### config.mk
export PLATFORM = sky130hd
export DESIGN_NAME = sorted_priority_queue
export DESIGN_NICKNAME = d
export VERILOG_FILES = /design/src/sv/spq_pkg.sv /design/src/sv/spq_cell.sv /design/src/sv/sorted_priority_queue.sv
export SDC_FILE = /design/constraint.sdc
export NUM_CORES = 2
export LEC_CHECK = 0
export ABC_CLOCK_PERIOD_IN_PS = 15950
export BUFFER_PORTS_ARGS = -buffer_cell sky130_fd_sc_hd__clkbuf_2
export CAP_MARGIN = 20
export CORE_ASPECT_RATIO = 0.5
export CORE_MARGIN = 2
export CORE_UTILIZATION = 55
export DETAILED_ROUTE_END_ITERATION = 16
export PLACE_DENSITY = 0.78
export SLEW_MARGIN = 20
export SYNTH_ARGS = -nofsm -noshare
export SYNTH_HDL_FRONTEND = slang
export SYNTH_HIERARCHICAL = 1
export SYNTH_SLANG_ARGS = --single-unit
### constraint.sdc
create_clock -name clk -period 15.95 [get_ports clk]
set_input_delay 2.3925 -clock clk [delete_from_list [all_inputs] [get_ports clk]]
set_output_delay 2.3925 -clock clk [all_outputs]
set_load 0.02 [all_outputs]
### src/sv/spq_pkg.sv
// spq_pkg: shared types and codes for the sorted priority queue
// holds the transaction structs, command and status codes, cell control struct
// no dependencies
`default_nettype none

package spq_pkg;

  // command codes
  localparam logic CMD_INSERT = 1'b0;
  localparam logic CMD_REMOVE = 1'b1;

  // status codes
  localparam logic [1:0] ST_INSERTED  = 2'd0;
  localparam logic [1:0] ST_REMOVED   = 2'd1;
  localparam logic [1:0] ST_UNDERFLOW = 2'd2;
  localparam logic [1:0] ST_OVERFLOW  = 2'd3;

  // value reported on a remove from an empty queue, and on inserts
  localparam logic signed [31:0] VALUE_EMPTY = -32'sd1;
  localparam logic signed [31:0] VALUE_NONE  = 32'sd0;

  // input transaction
  typedef struct packed {
    logic               command;
    logic signed [31:0] value_in;
    logic [15:0]        priority_in;
  } in_t;

  // result transaction
  typedef struct packed {
    logic signed [31:0] value_out;
    logic [1:0]         status;
    logic [4:0]         occupancy;
  } out_t;

  // per-cell control from the top level
  typedef struct packed {
    logic ins;       // insert taken this cycle
    logic rem;       // remove taken this cycle
    logic occupied;  // cell index below the entry count
    logic at_tail;   // cell index equals the entry count
  } cell_ctl_t;

endpackage

`default_nettype wire

### src/sv/spq_cell.sv
// spq_cell: one slot of the sorted row, holds a value and its priority
// shifts toward the tail on insert and toward the head on remove
// depends on spq_pkg
`default_nettype none

module spq_cell #(
  parameter int PRIORITY_BITS = 16
) (
  input  wire                      clk,
  input  spq_pkg::cell_ctl_t       ctl,
  input  wire  [31:0]              new_value,
  input  wire  [PRIORITY_BITS-1:0] new_prio,
  input  wire  [31:0]              prev_value,
  input  wire  [PRIORITY_BITS-1:0] prev_prio,
  input  wire                      prev_ge,
  input  wire  [31:0]              next_value,
  input  wire  [PRIORITY_BITS-1:0] next_prio,
  output logic [31:0]              value,
  output logic [PRIORITY_BITS-1:0] prio,
  output logic                     ge
);

  logic [31:0]              value_r, value_nxt;
  logic [PRIORITY_BITS-1:0] prio_r, prio_nxt;

  // held entry goes behind the new one when its priority is equal or greater
  assign ge = ctl.occupied && (prio_r >= new_prio);

  // slot update: take the neighbor ahead, the new entry, or the one behind
  always_comb begin
    value_nxt = value_r;
    prio_nxt  = prio_r;
    if (ctl.ins) begin
      if (prev_ge) begin
        value_nxt = prev_value;
        prio_nxt  = prev_prio;
      end else if (ge || ctl.at_tail) begin
        value_nxt = new_value;
        prio_nxt  = new_prio;
      end
    end else if (ctl.rem) begin
      value_nxt = next_value;
      prio_nxt  = next_prio;
    end
  end

  // payload storage, no reset
  always_ff @(posedge clk) begin
    value_r <= value_nxt;
    prio_r  <= prio_nxt;
  end

  assign value = value_r;
  assign prio  = prio_r;

endmodule

`default_nettype wire

### src/sv/sorted_priority_queue.sv
// sorted_priority_queue: bounded priority queue kept as a sorted row of cells
// top level with command decode, entry count and result register
// depends on spq_pkg and spq_cell
//
//   channel   ports                      direction  handshake
//   input     start, busy, in_item       in         accepted when start && !busy
//   result    out_valid, out_item        out        one-cycle strobe, no back-pressure
//
// one transaction is accepted every cycle; busy stays low
// the result appears on the cycle after acceptance, for one cycle
// each cell does one priority compare per cycle, which sets the clock path
// synchronous active-low reset clears the entry count and the result strobe
// the receiver cannot stall, so nothing is held back
`default_nettype none

module sorted_priority_queue #(
  parameter int CAPACITY      = 16,
  parameter int PRIORITY_BITS = 16
) (
  input  wire           clk,
  input  wire           rst_n,
  input  wire           start,
  output logic          busy,
  input  spq_pkg::in_t  in_item,
  output logic          out_valid,
  output spq_pkg::out_t out_item
);

  localparam int CNT_W = $clog2(CAPACITY + 1);

  logic [CNT_W-1:0]         count_r, count_nxt;
  logic                     out_valid_r;
  spq_pkg::out_t            out_item_r, out_item_nxt;
  logic                     accept, full, empty, do_ins, do_rem;
  logic [47:0]              prio_ext;
  logic [PRIORITY_BITS-1:0] new_prio;
  logic [CNT_W+4:0]         occ_ext;

  logic [31:0]              cval [CAPACITY];
  logic [PRIORITY_BITS-1:0] cpri [CAPACITY];
  logic                     cge  [CAPACITY];

  // never stalls
  assign busy   = 1'b0;
  assign accept = start && !busy;

  assign full   = (count_r == CNT_W'(CAPACITY));
  assign empty  = (count_r == '0);
  assign do_ins = accept && (in_item.command == spq_pkg::CMD_INSERT) && !full;
  assign do_rem = accept && (in_item.command == spq_pkg::CMD_REMOVE) && !empty;

  // priority trimmed or zero-extended to the stored width
  assign prio_ext = {32'd0, in_item.priority_in};
  assign new_prio = prio_ext[PRIORITY_BITS-1:0];

  // row of cells
  for (genvar i = 0; i < CAPACITY; i++) begin : g_cell
    localparam logic [CNT_W-1:0] IDX = CNT_W'(i);
    spq_pkg::cell_ctl_t       ctl;
    logic [31:0]              pv, nv;
    logic [PRIORITY_BITS-1:0] pp, np;
    logic                     pg;

    assign ctl.ins      = do_ins;
    assign ctl.rem      = do_rem;
    assign ctl.occupied = (IDX < count_r);
    assign ctl.at_tail  = (IDX == count_r);

    if (i == 0) begin : g_head
      assign pv = in_item.value_in;
      assign pp = new_prio;
      assign pg = 1'b0;
    end else begin : g_body
      assign pv = cval[i-1];
      assign pp = cpri[i-1];
      assign pg = cge[i-1];
    end

    if (i == CAPACITY - 1) begin : g_tail
      assign nv = cval[i];
      assign np = cpri[i];
    end else begin : g_inner
      assign nv = cval[i+1];
      assign np = cpri[i+1];
    end

    spq_cell #(
      .PRIORITY_BITS(PRIORITY_BITS)
    ) u_cell (
      .clk       (clk),
      .ctl       (ctl),
      .new_value (in_item.value_in),
      .new_prio  (new_prio),
      .prev_value(pv),
      .prev_prio (pp),
      .prev_ge   (pg),
      .next_value(nv),
      .next_prio (np),
      .value     (cval[i]),
      .prio      (cpri[i]),
      .ge        (cge[i])
    );
  end

  // entry count update
  always_comb begin
    count_nxt = count_r;
    if (do_ins) begin
      count_nxt = count_r + CNT_W'(1);
    end else if (do_rem) begin
      count_nxt = count_r - CNT_W'(1);
    end
  end

  assign occ_ext = {5'd0, count_nxt};

  // result of the accepted transaction
  always_comb begin
    out_item_nxt.value_out = spq_pkg::VALUE_NONE;
    out_item_nxt.status    = spq_pkg::ST_INSERTED;
    out_item_nxt.occupancy = occ_ext[4:0];
    case (in_item.command)
      spq_pkg::CMD_INSERT: begin
        out_item_nxt.status = full ? spq_pkg::ST_OVERFLOW : spq_pkg::ST_INSERTED;
      end
      spq_pkg::CMD_REMOVE: begin
        if (empty) begin
          out_item_nxt.value_out = spq_pkg::VALUE_EMPTY;
          out_item_nxt.status    = spq_pkg::ST_UNDERFLOW;
        end else begin
          out_item_nxt.value_out = cval[0];
          out_item_nxt.status    = spq_pkg::ST_REMOVED;
        end
      end
      default: begin
        out_item_nxt.status = spq_pkg::ST_INSERTED;
      end
    endcase
  end

  // control registers
  always_ff @(posedge clk) begin
    if (!rst_n) begin
      count_r     <= '0;
      out_valid_r <= 1'b0;
    end else begin
      count_r     <= count_nxt;
      out_valid_r <= accept;
    end
  end

  // result payload
  always_ff @(posedge clk) begin
    if (accept) begin
      out_item_r <= out_item_nxt;
    end
  end

  assign out_valid = out_valid_r;
  assign out_item  = out_item_r;

endmodule

`default_nettype wire

# Yosys cells after proc, flatten, opt, wreduce, memory -nomap -nowiden
# Index checks and enable logic that the tools add are counted.
# Widths: inputs -> output; s select.
[word_totals] inputBits=52 register_bits=813
[classes] add_sub_neg=2 reduce_logical=57 n_mux=127 bitwise=1 n_lt_le_gt_ge=32 eq_ne=31
[ops] op="$mux 32" n=61
[ops] op="$mux 16" n=61
[ops] op="$ge 16x16->1" n=16
[ops] op="$ne 3x1->1 const B" n=14
[ops] op="$eq 4x5->1 const A" n=8
[ops] op="$lt 4x5->1 const A" n=8
[ops] op="$mux 34" n=1
[ops] op="$reduce_and 2->1" n=16
[ops] op="$eq 3x5->1 const A" n=4
[ops] op="$logic_and 1x1->1" n=20
[ops] op="$lt 3x5->1 const A" n=4
[ops] op="$logic_or 1x1->1" n=16
[ops] op="$eq 2x5->1 const A" n=2
[ops] op="$lt 1x5->1 const A" n=2
[ops] op="$lt 2x5->1 const A" n=2
[ops] op="$mux 5" n=2
[ops] op="$add 5x1->5 const B" n=1
[ops] op="$eq 1x5->1 const A" n=1
[ops] op="$eq 5x5->1 const B" n=1
[ops] op="$logic_not 5->1" n=1
[ops] op="$sub 5x1->5 const B" n=1
[ops] op="$pmux 2 s2" n=1
[ops] op="$reduce_bool 2->1" n=2
[ops] op="$logic_not 1->1" n=2
[ops] op="3 further kinds" n=3

# Depth between registers and ports, before layout
[depth] ltp_word=6 ltp_mapped=13

# Hierarchy
# The synthesis kept the hierarchy.
[modules_own_cells] mod="spq_cell" seq_area_each_um2=1441.4 cells_per_inst=271 area_each_um2=2890.3 n_inst=16
[modules_own_cells] mod="sorted_priority_queue" seq_area_each_um2=1291.2 cells_per_inst=180 area_each_um2=2147.1 n_inst=1

# Least setup slack after synthesis
# OpenSTA, ideal clock, no wires.
[synth_timing] kind="input-to-reg" from="input port in_item[15] (netlist bit)" to="register g_cell[13].u_cell.prio_r[0], enable pin" arrival_ns=5.979 path_slack_ns=9.517 stages=13 path_cell_list="inv_1 -> ha_1 -> nand4_1 -> nor2_1 -> o2111a_1 -> a211o_1 -> and2_1 -> clkbuf_1 -> buf_4 -> nor2_1 -> nand2_1 -> o22ai_1 -> nor2_1"
[synth_rtl] item="start, declared" line_no="sorted_priority_queue.sv:24" rtl="input spq_pkg::in_t in_item,"
[synth_rtl] item="end signal, assigned" line_no="spq_cell.sv:50" rtl="prio_r <= prio_nxt;"
[synth_rtl] item="end, declared" line_no="spq_cell.sv:24" rtl="logic [PRIORITY_BITS-1:0] prio_r, prio_nxt;"

# Final worst setup path
[layout_timing] from="input port in_item[48] (netlist bit)" to="register g_cell[13].u_cell.value_r[18] (data pin)"
[layout_between] elab_chain_cells=4
[layout_rtl] item="$not 1->1" line_no="sorted_priority_queue.sv:49" rtl="assign do_ins = accept && (in_item.command == spq_pkg::CMD_INSERT) && !full;"
[layout_rtl] item="$logic_and 1x1->1 (2 in a row)" line_no="sorted_priority_queue.sv:49"
[layout_rtl] item="net do_ins" line_no="sorted_priority_queue.sv:34" rtl="logic accept, full, empty, do_ins, do_rem;"
[layout_rtl] item="$mux 32" line_no="spq_cell.sv:33" rtl="if (ctl.ins) begin"
[layout_rtl] item="net g_cell[13].u_cell.value_nxt[18]" line_no="spq_cell.sv:23" rtl="logic [31:0] value_r, value_nxt;"
[layout_rtl] item="end signal, assigned" line_no="spq_cell.sv:49" rtl="value_r <= value_nxt;"
[layout_rtl] item="end, declared" line_no="spq_cell.sv:23"
# The timed path passes the listed nets, and every way through them passes these cells.
# A chain may end at the register's enable or synchronous reset.

==> run metrics <==
DRT iter0 DRCs=4053; Data arrival, critical path=7.07 ns; GRT Total Usage=26.6%; Sw Ratio=33.1%; reg2reg setup slack=10.14 ns; # fillers=6820; Final Worst Setup Slack=9.38 ns; first-pass GRT wire length=189000 um; Die X=423 um; WHS=0.566 ns; final antenna-violating net count=0; drt wl/cell=21.4 um; Placed Area=49600 um2; Max stage delay on crit path=0.91 ns; FF/Latch Area=24400 um2; Synth-to-Final Area Change=7.77%; Via Count=34344; hpwl dp=76700 um; number of hold buffers added after cts=0; DRC=0; Die Y=214 um; clk sinks=813; final count of hold timing violations=0; Lkg Pwr=18.9 nW; Starting Density=55.8%; RSZ-0062 raised after global routing=no; most used cell, CP=buf_4; fin crit share=41.2%; Placed Cells=5541; HP Class=reg2reg; Cells after Synth=4514; setup repair bufs after CTS=0; Root Buffer=clkbuf_16; # port buffers=91; final core occ=60.2%; vias in the first global route=33356; slowest CP cell=buf_4; minimum clock period=6.57 ns; core box area=86600 um2; CTS tree=built; deepest clock path buffer count=3; dpl ws=8.12 ns; I/O pin count=93; Reg clk slew, reported paths=0.07 ns; Layout Cells excl Fill=5695; CTS buffer count=77; Max rail drop VDD=0.0910 mV; Overflow after GRT=0; CP cell instances=buf_2 > nor3b_2 > buf_12 > buf_6 > buf_4 > buf_4 > nor2_1 > a21oi_1; setup TNS=0 ns; Psw=2.25 mW; fin area=52100 um2; initial antenna violation count=16; H-tree levels=3; share of cells above drive strength 1=8.16%; Fin Clk Skew=0.0322 ns; internal power=4.55 mW; Ys Warns=6; pwr/cell area=130 nW/um2; Clock power frac=27.5%; mapped cell area=48400 um2; crit path max fanout=233; Crit. End Element=register; CP startpoint kind=input port; largest net degree at the start of global routing=234; Seq pwr share=45.8%; worst slew pin tran=1.19 ns; DR vias/cell=6.03; final slew viol count=0; Total Wirelength=122000 um; Highest Clock Rate=0.152 GHz; CP required=16.45 ns; Syn Area/Cell=10.7 um2; Max Cap Viol=0; cts repair resizes=0; status=complete, no violations; clk_lat worst skew=0.67 ns; overall power=6.80 mW; combinational share of power=26.7%; final net count=4764; Placer Congestion=0.919; DIE AREA=90500 um2; worst relative slew slack=20.9%; FP Rows=76; multi-input logic area=21900 um2; Crit Path Class=in2reg; drt first pass iters=6; setup violators final=0
==> per-layer routing <==
layer	wire length (um)	GRT usage [%]
met1	51600	36.8
met2	56300	43.0
met3	10700	4.54
met4	3050	8.85
met5	25	0
==> layout by cell type (no fill, tap or decap), drive strengths merged, types with 2 or more instances in the layout <==
cell type,count
o21ai,67
bufinv,6
clkbuf,192
a211oi,16
mux2i,769
ha,261
diode,14
nor3b,3
a21oi,819
o21bai,6
buf,53
a21o,17
clkinv,30
and2,22
o22ai,17
nand3,2
o21a,48
nand4,16
inv,263
or3,17
nor3,37
o2111a,16
nor2,863
dfxtp,6
xnor2,3
edfxtp,807
nand2b,21
nand2,76
conb,2
a2111oi,32
a211o,15
==> state kept, by name (all words and copies together), names as in the netlist <==
register / flops
count_r: 5
g_cell.u_cell/prio: 256
g_cell.u_cell/value: 512
out_item: 39
out_valid: 1
==> power by group through the flow <==
| stage | Combinational [mW] | Clock, mW | Sequential, mW |
|---|---|---|---|
| 6_report | 1.81 | 1.87 | 3.12 |
| 3_5_place_dp | 1.78 | 0 | 3.16 |
| 5_1_grt | 1.96 | 1.97 | 3.16 |
| 3_3_place_gp | 1.71 | 0 | 3.14 |
| 4_1_cts | 1.79 | 1.90 | 3.11 |
| 2_1_floorplan | 1.25 | 0 | 3.11 |
==> critical path: cells and delay by family <==
family	cells	cell delay, ns
buffers and inverters	5	3.50
AO/OA/AOI/OAI	1	0.21
AND/OR/NAND/NOR	2	0.56
==> worst paths after layout <==
kind,endpoint,cells after the start,from
worst max-delay path,g_cell[13].u_cell/value[18],8,in_item[48]
worst min-delay path,out_item[35],1,g_cell[0].u_cell/value[28]
worst max register to register,g_cell[13].u_cell/value[18],10,count_r[1]
worst min register to register,out_item[35],1,g_cell[0].u_cell/value[28]
==> area by class of cell <==
class                   count  share of cell area [%]
inverters                 262                    1.89
well taps                1170                    2.81
multi-input cells        3154                    42.1
clock buffers             102                    4.02
repair buffers            143                    1.70
flip-flops and latches    813                    46.7
clock inverters            37                   0.761
diodes                     14                  0.0672
Note: power is estimated with default switching activity, not from simulation.
